==> config.mk <==
export PLATFORM = sky130hd
export DESIGN_NAME = idle_gap_packet_receiver_flat
export DESIGN_NICKNAME = d
export VERILOG_FILES = /design/src/rtl/igpr_pkg.sv /design/src/rtl/igpr_rx_if.sv /design/src/rtl/igpr_pkt_if.sv /design/src/rtl/igpr_cfg_if.sv /design/src/rtl/idle_gap_packet_receiver.sv /design/src/rtl/igpr_front.sv /design/src/rtl/igpr_queue.sv /design/src/rtl/igpr_back.sv /design/src/flat_wrapper.sv
export SDC_FILE = /design/constraint.sdc
export NUM_CORES = 1
export LEC_CHECK = 0
export BUFFER_PORTS_ARGS = -buffer_cell sky130_fd_sc_hd__buf_2
export CORE_AREA = 2 2 177 308
export DETAILED_ROUTE_END_ITERATION = 7
export DIE_AREA = 0 0 179 310
export HOLD_SLACK_MARGIN = 0.1
export PLACE_DENSITY = 0.73
export SYNTH_ARGS = -nofsm -noshare
export SYNTH_HDL_FRONTEND = slang
export SYNTH_SLANG_ARGS = --single-unit
export TNS_END_PERCENT = 30
==> constraint.sdc <==
create_clock -name clk -period 8 [get_ports clk]
set_input_delay 1.6 -clock clk [delete_from_list [all_inputs] [get_ports clk]]
set_output_delay 1.6 -clock clk [all_outputs]
set_load 0.03 [all_outputs]
==> src/rtl/igpr_pkg.sv <==
// Package for the idle gap packet receiver.
// Holds the item and status types and the fixed field widths; no dependencies.
package igpr_pkg;

    localparam int BYTE_W      = 8;
    localparam int GAP_W       = 16;
    localparam int LEN_W       = 7;
    localparam int IDLE_W      = 17;
    localparam int CFG_IDX_W   = 2;
    localparam int CFG_DATA_W  = 16;
    localparam int QUEUE_DEPTH = 4;

    localparam logic [IDLE_W-1:0] IDLE_MAX    = 17'h1FFFF;
    localparam logic [GAP_W-1:0]  GAP_RESET   = 16'd1000;
    localparam logic [LEN_W-1:0]  LEN_RESET   = 7'd64;

    localparam logic [CFG_IDX_W-1:0] CFG_GAP_TICKS   = 2'd0;
    localparam logic [CFG_IDX_W-1:0] CFG_MAX_OUT_LEN = 2'd1;

    typedef enum logic
    {
        KIND_BYTE = 1'b0,
        KIND_TICK = 1'b1
    } item_kind_t;

    typedef struct packed
    {
        item_kind_t        kind;
        logic [BYTE_W-1:0] data;
    } item_t;

    typedef enum logic [1:0]
    {
        BK_IDLE,
        BK_READ,
        BK_LOAD
    } back_state_t;

    typedef struct packed
    {
        logic [LEN_W-1:0] fill;
        logic [LEN_W-1:0] remain;
        logic             draining;
    } back_status_t;

endpackage

==> src/rtl/igpr_rx_if.sv <==
// Receive channel interface: one received byte or one time tick per word.
// Depends on igpr_pkg for the byte width.
interface igpr_rx_if;
    import igpr_pkg::*;

    logic              valid;
    logic              ready;
    logic              cmd;
    logic [BYTE_W-1:0] rx_byte;

    modport source (output valid, output cmd, output rx_byte, input ready);
    modport sink (input valid, input cmd, input rx_byte, output ready);
endinterface

==> src/rtl/igpr_pkt_if.sv <==
// Packet channel interface: one released byte per word with a last flag.
// Depends on igpr_pkg for the byte width.
interface igpr_pkt_if;
    import igpr_pkg::*;

    logic              valid;
    logic              ready;
    logic [BYTE_W-1:0] out_byte;
    logic              out_last;

    modport source (output valid, output out_byte, output out_last, input ready);
    modport sink (input valid, input out_byte, input out_last, output ready);
endinterface

==> src/rtl/igpr_cfg_if.sv <==
// Configuration write channel interface: register index and write data.
// Depends on igpr_pkg for the index and data widths.
interface igpr_cfg_if;
    import igpr_pkg::*;

    logic                  valid;
    logic                  ready;
    logic [CFG_IDX_W-1:0]  addr;
    logic [CFG_DATA_W-1:0] data;

    modport source (output valid, output addr, output data, input ready);
    modport sink (input valid, input addr, input data, output ready);
endinterface

==> src/rtl/idle_gap_packet_receiver.sv <==
// Top level of the idle gap packet receiver: configuration registers, front,
// queue and back stages. Depends on igpr_pkg, the three channel interfaces
// and the igpr_front, igpr_queue and igpr_back modules.
//
//  Port  Direction  Word contents
//  rx    in         cmd (0 byte, 1 tick), rx_byte
//  pkt   out        out_byte, out_last
//  cfg   in         addr (0 gap_ticks, 1 max_out_len), data
//
// The receive side takes one word per cycle while the four-entry queue has room.
// The back stage retires one byte or tick item per cycle while it is idle; a
// released packet holds it until drained, each byte going first through the
// buffer memory read and then the output register load. The output register
// holds its word while pkt is stalled. After reset the block is ready at once;
// the buffer memory is not cleared because only written entries are ever read.
module idle_gap_packet_receiver
#(
    parameter int BUFFER_DEPTH = 64
)
(
    input  logic       clk,
    input  logic       rst_n,
    igpr_rx_if.sink    rx,
    igpr_pkt_if.source pkt,
    igpr_cfg_if.sink   cfg
);
    import igpr_pkg::*;

    logic [GAP_W-1:0] gap_reg;
    logic [GAP_W-1:0] gap_next;
    logic [LEN_W-1:0] max_len_reg;
    logic [LEN_W-1:0] max_len_next;
    logic             cfg_we;

    logic             push;
    item_t            push_item;
    logic             queue_full;
    logic             pop;
    logic             pop_valid;
    item_t            pop_item;
    back_status_t     status;

    assign cfg.ready = 1'b1;
    assign cfg_we    = cfg.valid && cfg.ready;

    always_comb
    begin
        gap_next     = gap_reg;
        max_len_next = max_len_reg;
        if (cfg_we)
        begin
            case (cfg.addr)
                CFG_GAP_TICKS:
                begin
                    gap_next = cfg.data;
                end
                CFG_MAX_OUT_LEN:
                begin
                    max_len_next = cfg.data[LEN_W-1:0];
                end
                default:
                begin
                end
            endcase
        end
    end

    always_ff @(posedge clk or negedge rst_n)
    begin
        if (!rst_n)
        begin
            gap_reg     <= GAP_RESET;
            max_len_reg <= LEN_RESET;
        end
        else
        begin
            gap_reg     <= gap_next;
            max_len_reg <= max_len_next;
        end
    end

    igpr_front u_front
    (
        .clk        (clk),
        .rst_n      (rst_n),
        .in_valid   (rx.valid),
        .in_ready   (rx.ready),
        .in_cmd     (rx.cmd),
        .in_byte    (rx.rx_byte),
        .push       (push),
        .push_item  (push_item),
        .queue_full (queue_full)
    );

    igpr_queue u_queue
    (
        .clk       (clk),
        .rst_n     (rst_n),
        .push      (push),
        .push_item (push_item),
        .full      (queue_full),
        .pop       (pop),
        .pop_valid (pop_valid),
        .pop_item  (pop_item)
    );

    igpr_back #(
        .BUFFER_DEPTH (BUFFER_DEPTH)
    ) u_back
    (
        .clk         (clk),
        .rst_n       (rst_n),
        .item_valid  (pop_valid),
        .item        (pop_item),
        .item_pop    (pop),
        .gap_ticks   (gap_reg),
        .max_out_len (max_len_reg),
        .out_valid   (pkt.valid),
        .out_ready   (pkt.ready),
        .out_byte    (pkt.out_byte),
        .out_last    (pkt.out_last),
        .status      (status)
    );

    a_fill_bound: assert property (@(posedge clk) disable iff (!rst_n)
        status.fill <= LEN_W'(BUFFER_DEPTH))
        else $error("Buffer fill count exceeds the buffer depth.");

    a_drain_remain: assert property (@(posedge clk) disable iff (!rst_n)
        status.draining |-> (status.remain != '0) && (status.remain <= status.fill))
        else $error("Packet drain has no bytes left to send.");

    a_last_ends_drain: assert property (@(posedge clk) disable iff (!rst_n)
        (pkt.valid && pkt.out_last && !$past(pkt.valid && pkt.ready) && $rose(pkt.valid))
        |-> !status.draining)
        else $error("Last byte loaded while the drain is still running.");

    a_cfg_gap: assert property (@(posedge clk) disable iff (!rst_n)
        (cfg.valid && cfg.ready && (cfg.addr == CFG_GAP_TICKS)) |=> gap_reg == $past(cfg.data))
        else $error("Gap setting did not take the written value.");

endmodule

==> src/rtl/igpr_front.sv <==
// Front stage: accepts receive words, classifies them as byte or tick items
// and holds one item until the queue takes it. Depends on igpr_pkg.
module igpr_front
(
    input  logic                  clk,
    input  logic                  rst_n,
    input  logic                  in_valid,
    output logic                  in_ready,
    input  logic                  in_cmd,
    input  logic [igpr_pkg::BYTE_W-1:0] in_byte,
    output logic                  push,
    output igpr_pkg::item_t       push_item,
    input  logic                  queue_full
);
    import igpr_pkg::*;

    logic  stage_valid_reg;
    logic  stage_valid_next;
    item_t stage_item_reg;
    logic  take;

    assign push      = stage_valid_reg && !queue_full;
    assign in_ready  = !stage_valid_reg || !queue_full;
    assign take      = in_valid && in_ready;
    assign push_item = stage_item_reg;

    always_comb
    begin
        stage_valid_next = stage_valid_reg;
        if (take)
        begin
            stage_valid_next = 1'b1;
        end
        else if (push)
        begin
            stage_valid_next = 1'b0;
        end
    end

    always_ff @(posedge clk or negedge rst_n)
    begin
        if (!rst_n)
        begin
            stage_valid_reg <= 1'b0;
        end
        else
        begin
            stage_valid_reg <= stage_valid_next;
        end
    end

    always_ff @(posedge clk)
    begin
        if (take)
        begin
            stage_item_reg.kind <= in_cmd ? KIND_TICK : KIND_BYTE;
            stage_item_reg.data <= in_byte;
        end
    end

endmodule

==> src/rtl/igpr_queue.sv <==
// Short item queue between the front and back stages.
// Depends on igpr_pkg for the item type and queue depth.
module igpr_queue
(
    input  logic            clk,
    input  logic            rst_n,
    input  logic            push,
    input  igpr_pkg::item_t push_item,
    output logic            full,
    input  logic            pop,
    output logic            pop_valid,
    output igpr_pkg::item_t pop_item
);
    import igpr_pkg::*;

    localparam int PTR_W = $clog2(QUEUE_DEPTH);
    localparam int CNT_W = $clog2(QUEUE_DEPTH + 1);

    item_t            slot_reg [QUEUE_DEPTH];
    logic [PTR_W-1:0] wr_ptr_reg;
    logic [PTR_W-1:0] wr_ptr_next;
    logic [PTR_W-1:0] rd_ptr_reg;
    logic [PTR_W-1:0] rd_ptr_next;
    logic [CNT_W-1:0] count_reg;
    logic [CNT_W-1:0] count_next;
    logic             do_pop;

    assign full      = (count_reg == CNT_W'(QUEUE_DEPTH));
    assign pop_valid = (count_reg != '0);
    assign pop_item  = slot_reg[rd_ptr_reg];
    assign do_pop    = pop && pop_valid;

    always_comb
    begin
        wr_ptr_next = push ? wr_ptr_reg + 1'b1 : wr_ptr_reg;
        rd_ptr_next = do_pop ? rd_ptr_reg + 1'b1 : rd_ptr_reg;
        count_next  = count_reg;
        if (push && !do_pop)
        begin
            count_next = count_reg + 1'b1;
        end
        else if (!push && do_pop)
        begin
            count_next = count_reg - 1'b1;
        end
    end

    always_ff @(posedge clk or negedge rst_n)
    begin
        if (!rst_n)
        begin
            wr_ptr_reg <= '0;
            rd_ptr_reg <= '0;
            count_reg  <= '0;
        end
        else
        begin
            wr_ptr_reg <= wr_ptr_next;
            rd_ptr_reg <= rd_ptr_next;
            count_reg  <= count_next;
        end
    end

    always_ff @(posedge clk)
    begin
        if (push)
        begin
            slot_reg[wr_ptr_reg] <= push_item;
        end
    end

endmodule

==> src/rtl/igpr_back.sv <==
// Back stage: byte buffer held as a ring in memory, idle counter, gap check
// and packet drain into the output register. Depends on igpr_pkg.
module igpr_back
#(
    parameter int BUFFER_DEPTH = 64
)
(
    input  logic                         clk,
    input  logic                         rst_n,
    input  logic                         item_valid,
    input  igpr_pkg::item_t              item,
    output logic                         item_pop,
    input  logic [igpr_pkg::GAP_W-1:0]   gap_ticks,
    input  logic [igpr_pkg::LEN_W-1:0]   max_out_len,
    output logic                         out_valid,
    input  logic                         out_ready,
    output logic [igpr_pkg::BYTE_W-1:0]  out_byte,
    output logic                         out_last,
    output igpr_pkg::back_status_t       status
);
    import igpr_pkg::*;

    localparam int PTR_W = $clog2(BUFFER_DEPTH);
    localparam int CNT_W = $clog2(BUFFER_DEPTH + 1);
    localparam int SUM_W = PTR_W + 1;

    logic [BYTE_W-1:0] mem [BUFFER_DEPTH];
    logic [BYTE_W-1:0] rd_data_reg;

    back_state_t       state_reg;
    back_state_t       state_next;
    logic [CNT_W-1:0]  fill_reg;
    logic [CNT_W-1:0]  fill_next;
    logic [PTR_W-1:0]  head_reg;
    logic [PTR_W-1:0]  head_next;
    logic [IDLE_W-1:0] idle_reg;
    logic [IDLE_W-1:0] idle_next;
    logic [CNT_W-1:0]  remain_reg;
    logic [CNT_W-1:0]  remain_next;
    logic              out_valid_reg;
    logic              out_valid_next;
    logic [BYTE_W-1:0] out_byte_reg;
    logic              out_last_reg;

    logic              is_byte;
    logic              is_tick;
    logic              buf_full;
    logic              gap_hit;
    logic [LEN_W-1:0]  fill_ext;
    logic [LEN_W-1:0]  pkt_len;
    logic [SUM_W-1:0]  wr_sum;
    logic [PTR_W-1:0]  wr_addr;
    logic              wr_en;
    logic              rd_en;
    logic              load;

    assign item_pop = (state_reg == BK_IDLE) && item_valid;
    assign is_byte  = item_pop && (item.kind == KIND_BYTE);
    assign is_tick  = item_pop && (item.kind == KIND_TICK) && (fill_reg != '0);
    assign buf_full = (fill_reg == CNT_W'(BUFFER_DEPTH));
    assign gap_hit  = (idle_reg > IDLE_W'(gap_ticks));
    assign fill_ext = LEN_W'(fill_reg);
    assign pkt_len  = (fill_ext <= max_out_len) ? fill_ext : max_out_len;
    assign wr_sum   = SUM_W'(head_reg) + SUM_W'(fill_reg);
    assign wr_addr  = (wr_sum >= SUM_W'(BUFFER_DEPTH)) ?
                      PTR_W'(wr_sum - SUM_W'(BUFFER_DEPTH)) : PTR_W'(wr_sum);
    assign wr_en    = is_byte && !buf_full;
    assign rd_en    = (state_reg == BK_READ);
    assign load     = (state_reg == BK_LOAD) && (!out_valid_reg || out_ready);

    always_comb
    begin
        state_next = state_reg;
        case (state_reg)
            BK_IDLE:
            begin
                if (is_tick && gap_hit && (pkt_len != '0))
                begin
                    state_next = BK_READ;
                end
            end
            BK_READ:
            begin
                state_next = BK_LOAD;
            end
            BK_LOAD:
            begin
                if (load)
                begin
                    state_next = (remain_reg == CNT_W'(1)) ? BK_IDLE : BK_READ;
                end
            end
            default:
            begin
                state_next = BK_IDLE;
            end
        endcase
    end

    always_comb
    begin
        fill_next      = fill_reg;
        head_next      = head_reg;
        idle_next      = idle_reg;
        remain_next    = remain_reg;
        out_valid_next = out_valid_reg;
        if (out_valid_reg && out_ready)
        begin
            out_valid_next = 1'b0;
        end
        case (state_reg)
            BK_IDLE:
            begin
                if (wr_en)
                begin
                    fill_next = fill_reg + 1'b1;
                    idle_next = '0;
                end
                else if (is_tick)
                begin
                    if (gap_hit)
                    begin
                        idle_next   = '0;
                        remain_next = CNT_W'(pkt_len);
                    end
                    else if (idle_reg != IDLE_MAX)
                    begin
                        idle_next = idle_reg + 1'b1;
                    end
                end
            end
            BK_LOAD:
            begin
                if (load)
                begin
                    out_valid_next = 1'b1;
                    fill_next      = fill_reg - 1'b1;
                    remain_next    = remain_reg - 1'b1;
                    head_next      = (head_reg == PTR_W'(BUFFER_DEPTH - 1)) ?
                                     '0 : head_reg + 1'b1;
                end
            end
            default:
            begin
            end
        endcase
    end

    always_ff @(posedge clk or negedge rst_n)
    begin
        if (!rst_n)
        begin
            state_reg     <= BK_IDLE;
            fill_reg      <= '0;
            head_reg      <= '0;
            idle_reg      <= '0;
            remain_reg    <= '0;
            out_valid_reg <= 1'b0;
        end
        else
        begin
            state_reg     <= state_next;
            fill_reg      <= fill_next;
            head_reg      <= head_next;
            idle_reg      <= idle_next;
            remain_reg    <= remain_next;
            out_valid_reg <= out_valid_next;
        end
    end

    always_ff @(posedge clk)
    begin
        if (wr_en)
        begin
            mem[wr_addr] <= item.data;
        end
        if (rd_en)
        begin
            rd_data_reg <= mem[head_reg];
        end
    end

    always_ff @(posedge clk)
    begin
        if (load)
        begin
            out_byte_reg <= rd_data_reg;
            out_last_reg <= (remain_reg == CNT_W'(1));
        end
    end

    assign out_valid       = out_valid_reg;
    assign out_byte        = out_byte_reg;
    assign out_last        = out_last_reg;
    assign status.fill     = LEN_W'(fill_reg);
    assign status.remain   = LEN_W'(remain_reg);
    assign status.draining = (state_reg != BK_IDLE);

endmodule
==> src/flat_wrapper.sv <==
// flat-port wrapper written by rule: the top's interface ports become plain ports
module idle_gap_packet_receiver_flat import igpr_pkg::*;
#(
    parameter int BUFFER_DEPTH = 64
)
  (clk, rst_n, rx_valid, rx_cmd, rx_rx_byte, rx_ready, pkt_valid, pkt_out_byte, pkt_out_last, pkt_ready, cfg_valid, cfg_addr, cfg_data, cfg_ready);
  igpr_rx_if rx_i ();
  igpr_pkt_if pkt_i ();
  igpr_cfg_if cfg_i ();
  input  logic clk;
  input  logic rst_n;
  input wire logic [$bits(rx_i.valid)-1:0] rx_valid;
  input wire logic [$bits(rx_i.cmd)-1:0] rx_cmd;
  input wire logic [$bits(rx_i.rx_byte)-1:0] rx_rx_byte;
  output wire logic [$bits(rx_i.ready)-1:0] rx_ready;
  output wire logic [$bits(pkt_i.valid)-1:0] pkt_valid;
  output wire logic [$bits(pkt_i.out_byte)-1:0] pkt_out_byte;
  output wire logic [$bits(pkt_i.out_last)-1:0] pkt_out_last;
  input wire logic [$bits(pkt_i.ready)-1:0] pkt_ready;
  input wire logic [$bits(cfg_i.valid)-1:0] cfg_valid;
  input wire logic [$bits(cfg_i.addr)-1:0] cfg_addr;
  input wire logic [$bits(cfg_i.data)-1:0] cfg_data;
  output wire logic [$bits(cfg_i.ready)-1:0] cfg_ready;
  assign rx_i.valid = rx_valid;
  assign rx_i.cmd = rx_cmd;
  assign rx_i.rx_byte = rx_rx_byte;
  assign rx_ready = rx_i.ready;
  assign pkt_valid = pkt_i.valid;
  assign pkt_out_byte = pkt_i.out_byte;
  assign pkt_out_last = pkt_i.out_last;
  assign pkt_i.ready = pkt_ready;
  assign cfg_i.valid = cfg_valid;
  assign cfg_i.addr = cfg_addr;
  assign cfg_i.data = cfg_data;
  assign cfg_ready = cfg_i.ready;
  idle_gap_packet_receiver #(.BUFFER_DEPTH(BUFFER_DEPTH)) u_core (.clk(clk), .rst_n(rst_n), .rx(rx_i), .pkt(pkt_i), .cfg(cfg_i));
endmodule
==> impl_results.rst <==
.. list-table::
   :header-rows: 1

   * - Metric
     - Value
   * - H-tree level count
     - 2
   * - NumNets Final
     - 1471
   * - Number of warning messages in the yosys log
     - 0
   * - GRT overflow
     - 0
   * - Count of fill cells added during filler insertion
     - 3937
   * - Total setup buffers inserted after CTS
     - 0
   * - Initial core utilization
     - 49.3%
   * - Estimated wirelength of the detail-placed design
     - 37.2 mm
   * - Flop2flop setup slack
     - 3820 ps
   * - Filler-free cell count of the finished design
     - 2119
   * - Post-synth EDFFs
     - 574
   * - Number of cells traversed by the worst hold path
     - 0
   * - Internal power component
     - 7.45 mW
   * - Cell area power density
     - 381 nW/um^2
   * - Leakage power
     - 9.39 nW
   * - Sequential Power Share
     - 45.0%
   * - Source of the worst hold timing path
     - u_core.u_back.rd_data_reg[1]$_DFFE_PN_
   * - Largest net degree at the start of global routing
     - 78
   * - Routed wire length
     - 55.8 mm
   * - Post-detailed-route DRC marker count
     - 0
   * - Hold buffer count at cts
     - 0
   * - # Max-Cap Violations
     - 0
   * - CTS resizes
     - 0
   * - Total standard cell area after synthesis
     - 26200 um^2
   * - Headroom to the max-slew limit
     - 12.9%
   * - Final setup margin
     - 3820 ps
   * - Crit Reg-Reg Endpoint
     - u_core.u_back.mem[52][4]$_DFFE_PP_
   * - Max reg flops
     - 512
   * - Post-Synthesis Cells
     - 1339
   * - Syn_nets
     - 1417
   * - Fraction of the yosys area taken by sequential cells
     - 72.6%
   * - Skew-Pair Late Insertion Delay
     - 580 ps
   * - Number of setup violations in the final report
     - 0
   * - Most instantiated flip-flop cell in the synthesis netlist
     - sky130_fd_sc_hd__edfxtp_1
   * - CTS Sinks
     - 645
   * - Weighted congestion at the end of routability-driven global placement
     - 0.815
   * - Tightest hold margin
     - 432 ps
   * - Port Buffer Count
     - 42
   * - Number of distinct library cell variants in the gate-level netlist after synthesis
     - 63
   * - Die X
     - 179 um
   * - Startpoint class of the critical path
     - flop
   * - Count of final hold-check violations
     - 0
   * - Number of top-level pins
     - 44
   * - Share of synthesized flip-flops with an asynchronous set or reset
     - 11.0%
   * - Diodes inserted
     - 0
   * - Shortest period the worst path allows
     - 4180 ps
   * - Class of the most critical hold timing path
     - reg2reg
   * - Initial antenna violation count
     - 0
   * - Clock buffer depth
     - 3
   * - Max-slew violation total from the final report
     - 0
   * - Placeable Area
     - 53100 um^2
   * - Most used standard cells in the synthesized netlist
     - 574 x sky130_fd_sc_hd__edfxtp_1, 177 x sky130_fd_sc_hd__mux4_2, 85 x sky130_fd_sc_hd__nor2_1, 64 x sky130_fd_sc_hd__dfrtp_1, 63 x sky130_fd_sc_hd__nand2_1
   * - Post-synthesis to final-layout area growth
     - 10.3%
   * - Worst r2r path cells
     - 8
   * - Proportion of total power due to net switching
     - 32.5%
   * - Outcome
     - finished clean
   * - Layout Skew
     - 16.4 ps
   * - Placement Setup Slack
     - 3720 ps
   * - WL per Instance
     - 26.3 um
   * - Worst slew pin tran
     - 1310 ps
   * - Post-synthesis average cell area
     - 19.6 um^2
   * - Part of the total power dissipated in the clock network
     - 24.3%
   * - TritonCTS Buffers
     - 53
   * - Summed negative setup slack over all endpoints
     - 0 ps
   * - Total global routing track utilization
     - 20.7%
   * - Root Driver
     - sky130_fd_sc_hd__clkbuf_16
   * - Finished Core Util
     - 54.4%
   * - Required time worst endpoint
     - 8190 ps
   * - Worst-path maximum fanout
     - 59
   * - Comb power frac
     - 30.8%
   * - Number of global-route vias before repair
     - 13500
   * - Die outline area
     - 55500 um^2
   * - Clock tree from TritonCTS
     - yes
   * - Placement row count
     - 112
   * - Setup Crit Path Kind
     - reg2reg
   * - Crit path arrival time
     - 4370 ps
   * - Peak Freq
     - 239 MHz
   * - Die height
     - 310 um
   * - Global-route wire length before repair
     - 83.4 mm
   * - DR pass1 iterations
     - 7
   * - Count of routing violations after the opening detailed-route iteration
     - 1163
   * - RSZ-0062 raised after global routing
     - no
   * - Post-route clock period utilization
     - 52.3%
   * - Post-synthesis register bit count
     - 645
   * - Post-synth top area share
     - 65.8%
   * - Top area cells in the synthesized netlist
     - sky130_fd_sc_hd__edfxtp_1 66%, sky130_fd_sc_hd__mux4_2 15%, sky130_fd_sc_hd__dfrtp_1 6.1%, sky130_fd_sc_hd__ha_1 2.1%, sky130_fd_sc_hd__nor2_1 1.2%
   * - Vias per Instance
     - 6.00
   * - Via total after detailed routing
     - 12700
   * - Net switching power figure
     - 3.58 mW
   * - Peak supply drop
     - 251 uV
   * - Share of final-layout standard cells stronger than drive strength 1
     - 24.1%
   * - Clk pin slew, worst setup/hold paths
     - 70 ps
   * - Cell count after placement
     - 2022
   * - Endpoint with the worst hold slack
     - u_core.u_back.out_byte[1]$_DFFE_PP_
   * - Setup crit end kind
     - flop
   * - Number of nets with antenna violations after routing
     - 0
   * - Worst reg2reg startpoint
     - u_core.u_back.head_reg[1]$_DFFE_PN0P_
   * - Biggest area consumer among synthesized cells
     - sky130_fd_sc_hd__edfxtp_1
   * - Dominant cell by count in the synthesized netlist
     - sky130_fd_sc_hd__edfxtp_1
-- through the flow --
step                power [mW]  area, um^2
finish                    11.0       28900
global route              11.5       28900
CTS                       11.1       28900
detailed placement        8.45       27100
global placement          8.31       27100
floorplan                 7.27       26200
-- cells in the final DEF (no fill, tap or decap), types with 9 or more instances in the layout --
cell / netlist / layout
sky130_fd_sc_hd__clkbuf_16: 0 / 53
sky130_fd_sc_hd__a21oi_1: 21 / 21
sky130_fd_sc_hd__inv_1: 38 / 38
sky130_fd_sc_hd__clkinv_1: 1 / 11
sky130_fd_sc_hd__ha_1: 43 / 43
sky130_fd_sc_hd__nand4_1: 9 / 9
sky130_fd_sc_hd__o211ai_1: 9 / 9
sky130_fd_sc_hd__nand2_1: 63 / 63
sky130_fd_sc_hd__dfrtp_1: 64 / 61
sky130_fd_sc_hd__mux4_2: 177 / 177
sky130_fd_sc_hd__buf_2: 7 / 41
sky130_fd_sc_hd__edfxtp_1: 574 / 574
sky130_fd_sc_hd__nor2_1: 85 / 85
sky130_fd_sc_hd__mux2_2: 10 / 10
sky130_fd_sc_hd__buf_4: 10 / 13
sky130_fd_sc_hd__nand3_1: 21 / 21
sky130_fd_sc_hd__xnor2_1: 16 / 16
sky130_fd_sc_hd__bufinv_16: 0 / 9
sky130_fd_sc_hd__xor2_1: 10 / 10
sky130_fd_sc_hd__o21ai_0: 30 / 30
sky130_fd_sc_hd__o31ai_1: 12 / 12
-- power by group through the flow --
stage | Sequential, mW | Combinational (mW) | Clock (mW)
global route | 5.00 | 3.64 | 2.85
detailed placement | 5.03 | 3.42 | 0
CTS | 4.96 | 3.44 | 2.73
finish | 4.96 | 3.39 | 2.68
floorplan | 4.82 | 2.45 | 0
global placement | 5.01 | 3.31 | 0
-- critical path: stages, from the launching register on --
cell                       delay, ps
sky130_fd_sc_hd__dfrtp_4        1010
sky130_fd_sc_hd__ha_1            370
sky130_fd_sc_hd__a21o_1          180
sky130_fd_sc_hd__a21oi_1         340
sky130_fd_sc_hd__o21bai_1        110
sky130_fd_sc_hd__a21oi_1         270
sky130_fd_sc_hd__xor2_1          400
sky130_fd_sc_hd__nand2_1         270
sky130_fd_sc_hd__nor2_1          820
-- worst max-delay path by stage --
stage,startpoint,endpoint,slack [ps],depth (start not counted)
6_report,u_core.u_back.head_reg[1]$_DFFE_PN0P_,u_core.u_back.mem[52][4]$_DFFE_PP_,3820,8
5_1_grt,u_core.u_back.head_reg[0]$_DFFE_PN0P_,u_core.u_back.rd_data_reg[3]$_DFFE_PN_,3480,5
4_1_cts,u_core.u_back.head_reg[0]$_DFFE_PN0P_,u_core.u_back.rd_data_reg[3]$_DFFE_PN_,3710,5
3_5_place_dp,u_core.u_back.head_reg[0]$_DFFE_PN0P_,u_core.u_back.rd_data_reg[3]$_DFFE_PN_,3720,5
3_3_place_gp,u_core.u_back.head_reg[0]$_DFFE_PN0P_,u_core.u_back.rd_data_reg[3]$_DFFE_PN_,3800,5
2_1_floorplan,pkt_ready,u_core.u_back.fill_ext[3]$_DFFE_PN0P_,5010,6
-- layer usage --
metal | routed length [um] | part of all wire [%] | GRT usage (%)
met5 | 0 | 0 | 0
met4 | 3350 | 6.0 | 11.8
met3 | 2340 | 4.2 | 2.59
met2 | 32100 | 58 | 39.6
met1 | 18000 | 32 | 21.3
-- kinds of logic after synthesis --
family / after synthesis / synth area share [%]
muxes: 190 / 15.8
buffers and inverters: 94 / 1.55
and+or+nand+nor: 225 / 4.01
DFF: 645 / 72.6
adders and majority gates: 46 / 2.28
xor gates and xnor gates: 26 / 0.869
AOI/OAI and AO/OA: 112 / 2.93
other: 1 / 0.0143
-- final cells by class --
cell class	count	area, um^2	area share (%)
Inverter	39	146	0.506
Clock inverter	39	452	1.56
Multi-Input combinational cell	600	6780	23.5
Tap cell	684	856	2.96
Clock buffer	58	1350	4.65
Timing Repair Buffer	54	303	1.05
Sequential cell	645	19000	65.8
Note: power is estimated with default switching activity, not from simulation.
